## config.mk

```make
export PLATFORM = sky130hd
export DESIGN_NAME = scancode_to_ascii_queue_flat
export DESIGN_NICKNAME = d
export VERILOG_FILES = /design/src/hdl/scq_pkg.sv /design/src/hdl/scq_if.sv /design/src/hdl/scq_front.sv /design/src/hdl/scq_cmd_fifo.sv /design/src/hdl/scq_back.sv /design/src/hdl/scancode_to_ascii_queue.sv /design/src/flat_wrapper.sv
export SDC_FILE = /design/constraint.sdc
export NUM_CORES = 1
export LEC_CHECK = 0
export ABC_AREA = 1
export BUFFER_PORTS_ARGS = -buffer_cell sky130_fd_sc_hd__clkbuf_2
export CAP_MARGIN = 10
export CORE_MARGIN = 5
export CORE_UTILIZATION = 49
export CTS_BUF_LIST = sky130_fd_sc_hd__clkbuf_16
export DETAILED_ROUTE_END_ITERATION = 10
export SYNTH_ARGS = -nofsm -noshare
export SYNTH_HDL_FRONTEND = slang
export SYNTH_SLANG_ARGS = --single-unit
```

## constraint.sdc

```tcl
create_clock -name clk -period 3.5 [get_ports clk]
set_clock_uncertainty 0.15 [all_clocks]
set_input_delay 0.7 -clock clk [delete_from_list [all_inputs] [get_ports clk]]
set_output_delay 0.7 -clock clk [all_outputs]
set_load 0.05 [all_outputs]
```

## src/hdl/scq_pkg.sv

```systemverilog
// Shared constants, types and translation tables for the scan code queue.
package scq_pkg;

  localparam int QUEUE_DEPTH = 64;
  localparam int PTR_W       = $clog2(QUEUE_DEPTH);
  localparam int CNT_W       = $clog2(QUEUE_DEPTH + 1);

  // Set-1 modifier codes
  localparam logic [7:0] SC_RSHIFT_MAKE  = 8'h36;
  localparam logic [7:0] SC_LSHIFT_MAKE  = 8'h2A;
  localparam logic [7:0] SC_RSHIFT_BREAK = 8'hB6;
  localparam logic [7:0] SC_LSHIFT_BREAK = 8'hAA;
  localparam logic [7:0] SC_CTRL_MAKE    = 8'h1D;
  localparam logic [7:0] SC_CTRL_BREAK   = 8'h9D;
  localparam logic [7:0] SC_ALT_MAKE     = 8'h38;
  localparam logic [7:0] SC_ALT_BREAK    = 8'hB8;
  localparam logic [7:0] SC_CAPS_MAKE    = 8'h3A;
  localparam logic [7:0] SC_CAPS_BREAK   = 8'hBA;
  localparam logic [7:0] SC_EXT_PREFIX   = 8'hE0;

  // Table length; make codes at or past this translate to zero
  localparam int TAB_LEN = 84;

  typedef enum logic [1:0] {
    CMD_NONE,
    CMD_PUSH,
    CMD_READ
  } cmd_op_t;

  typedef struct packed {
    cmd_op_t    op;
    logic [7:0] ch;
    logic       shift;
    logic       ctrl;
    logic       alt;
    logic       caps;
  } cmd_t;

  typedef logic [7:0] tab_t [0:TAB_LEN-1];

  localparam tab_t TAB_PLAIN = '{
    8'h00, 8'h1B, 8'h31, 8'h32, 8'h33, 8'h34, 8'h35, 8'h36,
    8'h37, 8'h38, 8'h39, 8'h30, 8'h2D, 8'h3D, 8'h0D, 8'h09,
    8'h71, 8'h77, 8'h65, 8'h72, 8'h74, 8'h79, 8'h75, 8'h69,
    8'h6F, 8'h70, 8'h5B, 8'h5D, 8'h0A, 8'h80, 8'h61, 8'h73,
    8'h64, 8'h66, 8'h67, 8'h68, 8'h6A, 8'h6B, 8'h6C, 8'h3B,
    8'h2F, 8'h8C, 8'h80, 8'h86, 8'h7A, 8'h78, 8'h63, 8'h76,
    8'h62, 8'h6E, 8'h6D, 8'h2C, 8'h2E, 8'h2F, 8'h80, 8'h2A,
    8'h80, 8'h20, 8'h80, 8'h80, 8'h80, 8'h80, 8'h80, 8'h80,
    8'h80, 8'h80, 8'h80, 8'h80, 8'h80, 8'h80, 8'h80, 8'h80,
    8'h80, 8'h80, 8'h80, 8'h80, 8'h80, 8'h80, 8'h80, 8'h80,
    8'h80, 8'h80, 8'h30, 8'hB1
  };

  localparam tab_t TAB_SHIFT = '{
    8'h00, 8'h21, 8'h21, 8'h40, 8'h23, 8'h24, 8'h25, 8'h5E,
    8'h26, 8'h2A, 8'h28, 8'h29, 8'h5F, 8'h2B, 8'h0D, 8'h09,
    8'h51, 8'h57, 8'h45, 8'h52, 8'h54, 8'h59, 8'h55, 8'h49,
    8'h4F, 8'h50, 8'h7B, 8'h7D, 8'h0F, 8'h80, 8'h41, 8'h53,
    8'h44, 8'h46, 8'h47, 8'h48, 8'h4A, 8'h4B, 8'h4C, 8'h3A,
    8'h2A, 8'h7E, 8'h80, 8'h7C, 8'h5A, 8'h58, 8'h43, 8'h56,
    8'h42, 8'h4E, 8'h4D, 8'h3C, 8'h3E, 8'h3F, 8'h80, 8'h2A,
    8'h80, 8'h20, 8'h80, 8'h80, 8'h80, 8'h80, 8'h80, 8'h80,
    8'h80, 8'h80, 8'h80, 8'h80, 8'h80, 8'h80, 8'h80, 8'h37,
    8'h38, 8'h39, 8'h80, 8'h34, 8'h35, 8'h36, 8'h80, 8'h31,
    8'h32, 8'h33, 8'h30, 8'hB1
  };

  localparam tab_t TAB_CAPS = '{
    8'h00, 8'h1B, 8'h31, 8'h32, 8'h33, 8'h34, 8'h35, 8'h36,
    8'h37, 8'h38, 8'h39, 8'h30, 8'h2D, 8'h3D, 8'h0D, 8'h09,
    8'h51, 8'h57, 8'h45, 8'h52, 8'h54, 8'h59, 8'h55, 8'h49,
    8'h4F, 8'h50, 8'h5B, 8'h5D, 8'h0A, 8'h80, 8'h41, 8'h53,
    8'h44, 8'h46, 8'h47, 8'h48, 8'h4A, 8'h4B, 8'h4C, 8'h3B,
    8'h2F, 8'h8C, 8'h80, 8'h7C, 8'h5A, 8'h58, 8'h43, 8'h56,
    8'h42, 8'h4E, 8'h4D, 8'h2C, 8'h2E, 8'h2F, 8'h80, 8'h2A,
    8'h80, 8'h20, 8'h80, 8'h80, 8'h80, 8'h80, 8'h80, 8'h80,
    8'h80, 8'h80, 8'h80, 8'h80, 8'h80, 8'h80, 8'h80, 8'h80,
    8'h80, 8'h80, 8'h80, 8'h80, 8'h80, 8'h80, 8'h80, 8'h80,
    8'h80, 8'h80, 8'h30, 8'hB1
  };

  localparam tab_t TAB_CAPS_SHIFT = '{
    8'h00, 8'h1B, 8'h21, 8'h40, 8'h23, 8'h24, 8'h25, 8'h5E,
    8'h26, 8'h2A, 8'h28, 8'h29, 8'h5F, 8'h2B, 8'h0D, 8'h09,
    8'h71, 8'h77, 8'h65, 8'h72, 8'h74, 8'h79, 8'h75, 8'h69,
    8'h6F, 8'h70, 8'h7B, 8'h7D, 8'h0D, 8'h80, 8'h61, 8'h73,
    8'h64, 8'h66, 8'h67, 8'h68, 8'h6A, 8'h6B, 8'h6C, 8'h3A,
    8'h2A, 8'h7E, 8'h80, 8'h86, 8'h7A, 8'h78, 8'h63, 8'h76,
    8'h62, 8'h6E, 8'h6D, 8'h3C, 8'h3E, 8'h3F, 8'h80, 8'h2A,
    8'h80, 8'h20, 8'h80, 8'h80, 8'h80, 8'h80, 8'h80, 8'h80,
    8'h80, 8'h80, 8'h80, 8'h80, 8'h80, 8'h80, 8'h80, 8'h37,
    8'h38, 8'h39, 8'h80, 8'h34, 8'h35, 8'h36, 8'h80, 8'h31,
    8'h32, 8'h33, 8'h30, 8'hB1
  };

  // Make code (below 0x80) to character, table chosen by shift and caps
  function automatic logic [7:0] translate(input logic shift, input logic caps,
                                           input logic [7:0] code);
    logic [6:0] idx;
    logic [7:0] ch;
    idx = code[6:0];
    if (code >= 8'(TAB_LEN)) begin
      ch = 8'h00;
    end else if (shift) begin
      ch = caps ? TAB_CAPS_SHIFT[idx] : TAB_SHIFT[idx];
    end else begin
      ch = caps ? TAB_CAPS[idx] : TAB_PLAIN[idx];
    end
    return ch;
  endfunction

endpackage

```

## src/hdl/scq_if.sv

```systemverilog
// Channel interfaces: incoming request items and outgoing result items.
interface scq_in_if;
  logic       valid;
  logic       ready;
  logic       func;
  logic [7:0] scan_code;

  modport source (output valid, func, scan_code, input ready);
  modport sink (input valid, func, scan_code, output ready);
endinterface

interface scq_out_if;
  logic       valid;
  logic       ready;
  logic       char_valid;
  logic [7:0] char_code;
  logic       queue_empty;
  logic       shift_held;
  logic       ctrl_held;
  logic       alt_held;
  logic       caps_on;
  logic       dropped;

  modport source (output valid, char_valid, char_code, queue_empty, shift_held,
                  ctrl_held, alt_held, caps_on, dropped, input ready);
  modport sink (input valid, char_valid, char_code, queue_empty, shift_held,
                ctrl_held, alt_held, caps_on, dropped, output ready);
endinterface

```

## src/hdl/scq_front.sv

```systemverilog
// Front end: modifier tracking, scan code classification and translation.
module scq_front (
  input  logic         clk,
  input  logic         rst,
  scq_in_if.sink       req,
  output logic         push,
  output scq_pkg::cmd_t push_cmd,
  input  logic         push_ready
);

  logic shift_flag, ctrl_flag, alt_flag, caps_flag, caps_released;
  logic shift_next, ctrl_next, alt_next, caps_next, released_next;
  logic is_mod;
  logic accept;

  assign req.ready = push_ready;
  assign accept    = req.valid && push_ready;
  assign push      = accept;

  always_comb begin
    shift_next    = shift_flag;
    ctrl_next     = ctrl_flag;
    alt_next      = alt_flag;
    caps_next     = caps_flag;
    released_next = caps_released;
    is_mod        = 1'b1;
    case (req.scan_code)
      scq_pkg::SC_RSHIFT_MAKE, scq_pkg::SC_LSHIFT_MAKE:   shift_next = 1'b1;
      scq_pkg::SC_RSHIFT_BREAK, scq_pkg::SC_LSHIFT_BREAK: shift_next = 1'b0;
      scq_pkg::SC_CTRL_MAKE:  ctrl_next = 1'b1;
      scq_pkg::SC_CTRL_BREAK: ctrl_next = 1'b0;
      scq_pkg::SC_ALT_MAKE:   alt_next = 1'b1;
      scq_pkg::SC_ALT_BREAK:  alt_next = 1'b0;
      scq_pkg::SC_CAPS_MAKE: begin
        // toggle only once per press/release cycle
        if (caps_released) begin
          caps_next     = ~caps_flag;
          released_next = 1'b0;
        end
      end
      scq_pkg::SC_CAPS_BREAK: released_next = 1'b1;
      scq_pkg::SC_EXT_PREFIX: is_mod = 1'b1;
      default: is_mod = 1'b0;
    endcase
    // read requests leave modifiers untouched
    if (req.func) begin
      shift_next    = shift_flag;
      ctrl_next     = ctrl_flag;
      alt_next      = alt_flag;
      caps_next     = caps_flag;
      released_next = caps_released;
    end
  end

  always_comb begin
    push_cmd.ch    = scq_pkg::translate(shift_next, caps_next, req.scan_code);
    push_cmd.shift = shift_next;
    push_cmd.ctrl  = ctrl_next;
    push_cmd.alt   = alt_next;
    push_cmd.caps  = caps_next;
    if (req.func) begin
      push_cmd.op = scq_pkg::CMD_READ;
    end else if (!is_mod && !req.scan_code[7]) begin
      push_cmd.op = scq_pkg::CMD_PUSH;
    end else begin
      push_cmd.op = scq_pkg::CMD_NONE;
    end
  end

  always_ff @(posedge clk) begin
    if (rst) begin
      shift_flag    <= 1'b0;
      ctrl_flag     <= 1'b0;
      alt_flag      <= 1'b0;
      caps_flag     <= 1'b0;
      caps_released <= 1'b1;
    end else if (accept) begin
      shift_flag    <= shift_next;
      ctrl_flag     <= ctrl_next;
      alt_flag      <= alt_next;
      caps_flag     <= caps_next;
      caps_released <= released_next;
    end
  end

endmodule

```

## src/hdl/scq_cmd_fifo.sv

```systemverilog
// Two-entry command queue between front and back ends.
module scq_cmd_fifo (
  input  logic          clk,
  input  logic          rst,
  input  logic          push,
  input  scq_pkg::cmd_t push_cmd,
  output logic          push_ready,
  output logic          pop_valid,
  output scq_pkg::cmd_t pop_cmd,
  input  logic          pop
);

  scq_pkg::cmd_t slots [0:1];
  logic       head;
  logic       tail;
  logic [1:0] count;
  logic       do_push, do_pop;

  assign push_ready = (count != 2'd2);
  assign pop_valid  = (count != 2'd0);
  assign pop_cmd    = slots[head];
  assign do_push    = push && push_ready;
  assign do_pop     = pop && pop_valid;

  always_ff @(posedge clk) begin
    if (do_push) begin
      slots[tail] <= push_cmd;
    end
  end

  always_ff @(posedge clk) begin
    if (rst) begin
      head  <= 1'b0;
      tail  <= 1'b0;
      count <= 2'd0;
    end else begin
      if (do_push) begin
        tail <= ~tail;
      end
      if (do_pop) begin
        head <= ~head;
      end
      case ({do_push, do_pop})
        2'b10:   count <= count + 2'd1;
        2'b01:   count <= count - 2'd1;
        default: count <= count;
      endcase
    end
  end

endmodule

```

## src/hdl/scq_back.sv

```systemverilog
// Back end: character ring buffer and result register.
module scq_back (
  input  logic          clk,
  input  logic          rst,
  input  logic          pop_valid,
  input  scq_pkg::cmd_t pop_cmd,
  output logic          pop,
  scq_out_if.source     rsp
);

  logic [7:0] char_store [0:scq_pkg::QUEUE_DEPTH-1];

  logic [scq_pkg::PTR_W-1:0] write_pointer, read_pointer;
  logic [scq_pkg::CNT_W-1:0] fill_count, fill_next;
  logic [7:0] rd_data;
  logic       wr_en, rd_en, drop, queue_full, queue_none;

  // result register
  logic out_valid, out_char_valid, out_empty, out_dropped;
  logic out_shift, out_ctrl, out_alt, out_caps;

  assign pop        = pop_valid && (!out_valid || rsp.ready);
  assign queue_full = (fill_count == scq_pkg::CNT_W'(scq_pkg::QUEUE_DEPTH));
  assign queue_none = (fill_count == '0);
  assign wr_en      = pop && (pop_cmd.op == scq_pkg::CMD_PUSH) && !queue_full;
  assign drop       = pop && (pop_cmd.op == scq_pkg::CMD_PUSH) && queue_full;
  assign rd_en      = pop && (pop_cmd.op == scq_pkg::CMD_READ) && !queue_none;

  always_comb begin
    fill_next = fill_count;
    if (wr_en) begin
      fill_next = fill_count + 1'b1;
    end else if (rd_en) begin
      fill_next = fill_count - 1'b1;
    end
  end

  always_ff @(posedge clk) begin
    if (wr_en) begin
      char_store[write_pointer] <= pop_cmd.ch;
    end
  end

  // read data held until the next read so a stalled result keeps its character
  always_ff @(posedge clk) begin
    if (rd_en) begin
      rd_data <= char_store[read_pointer];
    end
  end

  always_ff @(posedge clk) begin
    if (rst) begin
      write_pointer <= '0;
      read_pointer  <= '0;
      fill_count    <= '0;
    end else begin
      if (wr_en) begin
        write_pointer <= (write_pointer == scq_pkg::PTR_W'(scq_pkg::QUEUE_DEPTH - 1)) ?
                         '0 : write_pointer + 1'b1;
      end
      if (rd_en) begin
        read_pointer <= (read_pointer == scq_pkg::PTR_W'(scq_pkg::QUEUE_DEPTH - 1)) ?
                        '0 : read_pointer + 1'b1;
      end
      fill_count <= fill_next;
    end
  end

  always_ff @(posedge clk) begin
    if (rst) begin
      out_valid <= 1'b0;
    end else if (pop) begin
      out_valid <= 1'b1;
    end else if (rsp.ready) begin
      out_valid <= 1'b0;
    end
  end

  always_ff @(posedge clk) begin
    if (pop) begin
      out_char_valid <= rd_en;
      out_empty      <= (fill_next == '0);
      out_dropped    <= drop;
      out_shift      <= pop_cmd.shift;
      out_ctrl       <= pop_cmd.ctrl;
      out_alt        <= pop_cmd.alt;
      out_caps       <= pop_cmd.caps;
    end
  end

  assign rsp.valid       = out_valid;
  assign rsp.char_valid  = out_char_valid;
  assign rsp.char_code   = out_char_valid ? rd_data : 8'h00;
  assign rsp.queue_empty = out_empty;
  assign rsp.shift_held  = out_shift;
  assign rsp.ctrl_held   = out_ctrl;
  assign rsp.alt_held    = out_alt;
  assign rsp.caps_on     = out_caps;
  assign rsp.dropped     = out_dropped;

endmodule

```

## src/hdl/scancode_to_ascii_queue.sv

```systemverilog
// Top level: set-1 scan code translator with a character queue.
//
//  channel | dir | payload                                      | accepted when
//  --------+-----+----------------------------------------------+--------------
//  req     | in  | func, scan_code                              | valid & ready
//  rsp     | out | char_valid, char_code, queue_empty,          | valid & ready
//          |     | shift_held, ctrl_held, alt_held, caps_on,    |
//          |     | dropped                                      |
//
// One item per cycle sustained while rsp is ready. The command queue captures
// an item at the edge that accepts it; the back end executes it when it pops
// it from the queue and registers the result together with the ring buffer
// read, which raises rsp.valid.
// rst is synchronous: modifiers clear, caps release flag sets, queue empties.
// The buffer itself is not cleared; only written entries are ever read.
// A stalled rsp fills the two-entry command queue, then req.ready drops.
module scancode_to_ascii_queue (
  input  logic      clk,
  input  logic      rst,
  scq_in_if.sink    req,
  scq_out_if.source rsp
);

  logic          push, push_ready;
  scq_pkg::cmd_t push_cmd;
  logic          pop_valid, pop;
  scq_pkg::cmd_t pop_cmd;

  // classify scan codes, track modifiers, translate make codes
  scq_front u_front (
    .clk        (clk),
    .rst        (rst),
    .req        (req),
    .push       (push),
    .push_cmd   (push_cmd),
    .push_ready (push_ready)
  );

  // decouples the front from result back-pressure
  scq_cmd_fifo u_fifo (
    .clk        (clk),
    .rst        (rst),
    .push       (push),
    .push_cmd   (push_cmd),
    .push_ready (push_ready),
    .pop_valid  (pop_valid),
    .pop_cmd    (pop_cmd),
    .pop        (pop)
  );

  // ring buffer push/pop and result register
  scq_back u_back (
    .clk       (clk),
    .rst       (rst),
    .pop_valid (pop_valid),
    .pop_cmd   (pop_cmd),
    .pop       (pop),
    .rsp       (rsp)
  );

endmodule
```

## src/flat_wrapper.sv

```systemverilog
// flat-port wrapper written by rule: the top's interface ports become plain ports
module scancode_to_ascii_queue_flat 
  (clk, rst, req_valid, req_func, req_scan_code, req_ready, rsp_valid, rsp_char_valid, rsp_char_code, rsp_queue_empty, rsp_shift_held, rsp_ctrl_held, rsp_alt_held, rsp_caps_on, rsp_dropped, rsp_ready);
  scq_in_if req_i ();
  scq_out_if rsp_i ();
  input  logic clk;
  input  logic rst;
  input wire logic [$bits(req_i.valid)-1:0] req_valid;
  input wire logic [$bits(req_i.func)-1:0] req_func;
  input wire logic [$bits(req_i.scan_code)-1:0] req_scan_code;
  output wire logic [$bits(req_i.ready)-1:0] req_ready;
  output wire logic [$bits(rsp_i.valid)-1:0] rsp_valid;
  output wire logic [$bits(rsp_i.char_valid)-1:0] rsp_char_valid;
  output wire logic [$bits(rsp_i.char_code)-1:0] rsp_char_code;
  output wire logic [$bits(rsp_i.queue_empty)-1:0] rsp_queue_empty;
  output wire logic [$bits(rsp_i.shift_held)-1:0] rsp_shift_held;
  output wire logic [$bits(rsp_i.ctrl_held)-1:0] rsp_ctrl_held;
  output wire logic [$bits(rsp_i.alt_held)-1:0] rsp_alt_held;
  output wire logic [$bits(rsp_i.caps_on)-1:0] rsp_caps_on;
  output wire logic [$bits(rsp_i.dropped)-1:0] rsp_dropped;
  input wire logic [$bits(rsp_i.ready)-1:0] rsp_ready;
  assign req_i.valid = req_valid;
  assign req_i.func = req_func;
  assign req_i.scan_code = req_scan_code;
  assign req_ready = req_i.ready;
  assign rsp_valid = rsp_i.valid;
  assign rsp_char_valid = rsp_i.char_valid;
  assign rsp_char_code = rsp_i.char_code;
  assign rsp_queue_empty = rsp_i.queue_empty;
  assign rsp_shift_held = rsp_i.shift_held;
  assign rsp_ctrl_held = rsp_i.ctrl_held;
  assign rsp_alt_held = rsp_i.alt_held;
  assign rsp_caps_on = rsp_i.caps_on;
  assign rsp_dropped = rsp_i.dropped;
  assign rsp_i.ready = rsp_ready;
  scancode_to_ascii_queue u_core (.clk(clk), .rst(rst), .req(req_i), .rsp(rsp_i));
endmodule
```

==> insert_results.sql <==
INSERT INTO impl_metrics (metric_group, metric, value, unit) VALUES
('worst_setup_path', 'critical_path.startpoint_type', 'register', ''),
('sta', 'grt_setup_unrepaired', 'false', ''),
('floorplan', 'dieArea', '56700', 'um2'),
('place', 'gp_congestion', '0.970', ''),
('drt', 'vias', '17900', ''),
('drt', 'dr.first_iter.drc_count', '1754', ''),
('layout', 'area_of_combinational_cells_with_multiple_inputs', '7210', 'um2'),
('sta', 'setup_violations', '0', ''),
('layout', 'finalNetCount', '2378', ''),
('cts', 'cts_setup_buffers', '0', ''),
('global_routing', 'vias_in_the_first_global_route', '17200', ''),
('yosys', 'number_of_synthesized_flops_with_an_enable_pin', '555', ''),
('layout', 'final.fill_count', '4411', ''),
('yosys', 'muxShareOfSynthArea', '0.00530', ''),
('layout', 'drive_gt1_frac', '0.127', ''),
('cts', 'clock_latency', '0.61', 'ns'),
('global_routing', 'initial_antenna_violation_count', '0', ''),
('yosys', 'synth_fp_nets', '2297', ''),
('worst_setup_path', 'worstPathRequired', '3.67', 'ns'),
('cts', 'cts_tree', 'built', ''),
('cts', 'cts_made_buffers', '58', ''),
('yosys', 'syn_area_per_cell', '11.3', 'um2'),
('floorplan', 'die-height', '238', 'um'),
('yosys', 'synthCells', '2264', ''),
('cts', 'clock_path_buffers', '3', ''),
('worst_setup_path', 'rrSetupSlack', '0.66', 'ns'),
('worst_setup_path', 'critical_path.max_fanout', '15', ''),
('cts', 'holdBufCountCts', '0', ''),
('layout', 'synthToLayoutAreaGrowth', '12.8', '%'),
('drt', 'via_per_inst', '5.81', ''),
('yosys', 'synthAdderAreaFrac', '0.00982', ''),
('floorplan', 'core-area', '51400', 'um2'),
('yosys', 'synth_simple_gate_area_frac', '0.147', ''),
('cts', 'post_cts_resize_count', '0', ''),
('worst_setup_path', 'path_class', 'register to register', ''),
('yosys', 'yosys.area_share.xor_xnor', '0.00309', ''),
('place', 'io_buffers', '29', ''),
('yosys', 'synth.lib_cells_used.distinct', '46', ''),
('place', 'post_dp_cell_area', '26800', 'um2'),
('layout', 'most-common-layout-cells', 'sky130_fd_sc_hd__edfxtp_1 (555), sky130_fd_sc_hd__nor2_1 (411), sky130_fd_sc_hd__nand2_1 (290), sky130_fd_sc_hd__o21ai_0 (290), sky130_fd_sc_hd__buf_4 (117)', ''),
('yosys', 'synth_top_flop_cell', 'sky130_fd_sc_hd__edfxtp_1', ''),
('layout', 'final_cell_area', '28700', 'um2'),
('sta', 'hold_viol_final', '0', ''),
('yosys', 'dominant_combinational_cell_family_by_area_after_synthesis', 'simple AND/OR/NAND/NOR gates', ''),
('sta', 'final_min_period_over_clock_period', '0.811', ''),
('drt', 'wl', '69100', 'um'),
('sta', 'max_slew.worst_pin.slew', '1.22', 'ns'),
('cts', 'clock_sinks', '585', ''),
('floorplan', 'ios', '30', ''),
('global_routing', 'aggregate_global_route_resource_usage', '0.242', ''),
('global_routing', 'grt_start_max_net_pins', '189', ''),
('cts', 'clk_pin_slew', '0.06', 'ns'),
('yosys', 'compound_gate_fraction_of_synth_area', '0.117', ''),
('worst_setup_path', 'worst_setup_path_end_kind', 'register', ''),
('worst_setup_path', 'cp.arrival', '3.01', 'ns'),
('layout', 'layout.area.seq', '17300', 'um2'),
('sta', 'timing.final.max_slew_violations', '0', ''),
('sta', 'maxClockFrequency', '352', 'MHz'),
('sta', 'maxSlewHeadroom', '0.187', ''),
('layout', 'antenna-diode-count', '0', ''),
('layout', 'layout_commonest_cell', 'sky130_fd_sc_hd__edfxtp_1', ''),
('run_status', 'status', 'finished clean', ''),
('sta', 'fin_crit', '2.84', 'ns'),
('flow_run', 'max-cap-violations', '0', ''),
('floorplan', 'die_x', '238', 'um'),
('hold_path', 'timing.hold.worst.class', 'input pin to register', ''),
('floorplan', 'floorplan.initialDensity', '0.496', ''),
('power', 'leakage', '10.1', 'nW'),
('drt', 'drc_errors', '0', ''),
('yosys', 'total_of_warnings_raised_by_yosys', '0', ''),
('cts', 'cts_htree_levels', '2', '');
-- where the power goes --
part           total [W]  internal (W)  leakage, nW  switching, W
Sequential       0.00873       0.00860         5.27      0.000131
Clock            0.00629       0.00366        0.982       0.00263
Combinational    0.00358      0.000831         3.86       0.00275
-- worst max-delay path, stage by stage (launching register included) --
cell	delay [ns]
sky130_fd_sc_hd__dfxtp_1	0.40
sky130_fd_sc_hd__inv_1	0.12
sky130_fd_sc_hd__ha_1	0.21
sky130_fd_sc_hd__nor3b_2	0.16
sky130_fd_sc_hd__nand3_1	0.15
sky130_fd_sc_hd__nand2_2	0.08
sky130_fd_sc_hd__inv_2	0.36
sky130_fd_sc_hd__nand2_1	0.41
sky130_fd_sc_hd__nor2_1	0.29
sky130_fd_sc_hd__buf_4	0.22
-- routing by layer --
| layer | wire length [um] | global-route usage |
|---|---|---|
| met1 | 30900 | 0.365 |
| met3 | 5120 | 0.0408 |
| met4 | 1490 | 0.0557 |
| met2 | 31600 | 0.375 |
| met5 | 0 | 0 |
-- area by class of cell --
class                   count  share of cell area
well taps                 680              0.0296
flip-flops and latches    585               0.601
inverters                  93              0.0125
clock inverters            49              0.0161
repair buffers            150              0.0384
multi-input cells        1457               0.251
clock buffers              59              0.0514
-- synthesized netlist by cell type (4+ instances only) --
cell | instances | area share
sky130_fd_sc_hd__a21oi_1 | 58 | 0.011
sky130_fd_sc_hd__a31oi_1 | 4 | 0.00098
sky130_fd_sc_hd__buf_2 | 37 | 0.0073
sky130_fd_sc_hd__buf_4 | 10 | 0.0029
sky130_fd_sc_hd__buf_6 | 11 | 0.0049
sky130_fd_sc_hd__clkbuf_1 | 69 | 0.010
sky130_fd_sc_hd__clkinv_1 | 4 | 0.00059
sky130_fd_sc_hd__dfxtp_1 | 30 | 0.024
sky130_fd_sc_hd__edfxtp_1 | 555 | 0.65
sky130_fd_sc_hd__ha_1 | 20 | 0.0098
sky130_fd_sc_hd__inv_1 | 75 | 0.011
sky130_fd_sc_hd__inv_2 | 12 | 0.0018
sky130_fd_sc_hd__mux2_2 | 12 | 0.0053
sky130_fd_sc_hd__nand2_1 | 290 | 0.043
sky130_fd_sc_hd__nand2_2 | 5 | 0.0012
sky130_fd_sc_hd__nand3_1 | 114 | 0.022
sky130_fd_sc_hd__nand4_1 | 14 | 0.0034
sky130_fd_sc_hd__nand4_4 | 7 | 0.0058
sky130_fd_sc_hd__nor2_1 | 412 | 0.061
sky130_fd_sc_hd__nor2_2 | 5 | 0.0012
sky130_fd_sc_hd__nor3_1 | 16 | 0.0031
sky130_fd_sc_hd__o211ai_1 | 42 | 0.012
sky130_fd_sc_hd__o21ai_0 | 290 | 0.057
sky130_fd_sc_hd__o21ai_1 | 36 | 0.0071
sky130_fd_sc_hd__o221ai_1 | 28 | 0.0096
sky130_fd_sc_hd__o22ai_1 | 67 | 0.016
sky130_fd_sc_hd__or2_2 | 4 | 0.00098
sky130_fd_sc_hd__xor2_1 | 9 | 0.0031
-- path summary, 6_finish.rpt --
check                                                 start                              end  cells after the start
worst max register to register  u_core.u_back.fill_count[0]  u_core.u_back.char_store[31][1]                      9
worst min-delay path                              rsp_ready          u_core.u_back.rsp.valid                      4
worst max-delay path            u_core.u_back.fill_count[0]  u_core.u_back.char_store[31][1]                      9
worst min register to register           u_core.u_fifo.head                         register                      1
-- flip-flops by register name, summed over array words and instances, names as in the netlist, 2 cells and up, named ones only --
register	cells
u_core.u_fifo.count	2
u_core.u_back.char_store	512
u_core.u_back.read_pointer	6
u_core.u_back.rd_data	8
u_core.u_fifo.slots	28
u_core.u_back.fill_count	7
u_core.u_back.write_pointer	6
-- metrics by stage --
step	worst slack, ns	hold slack (ns)	util	power, W	std cells
after floorplan	0.755	0.276	-	0.0111	2264
after global placement	0.354	0.287	0.521	0.0124	2965
after detailed placement	0.280	0.297	0.521	0.0125	2965
after CTS	0.658	0.195	0.559	0.0187	3073
after global routing	0.429	0.217	0.559	0.0194	3073
final	0.661	0.234	0.559	0.0186	3073
-- logic make-up after synthesis --
family | after synthesis
adders and majority gates | 20
buffers and inverters | 222
xor gates and xnor gates | 9
AOI/OAI and AO/OA | 533
and+or+nand+nor | 883
muxes | 12
DFF | 585
No activity file was read; power rests on OpenSTA's default activity.
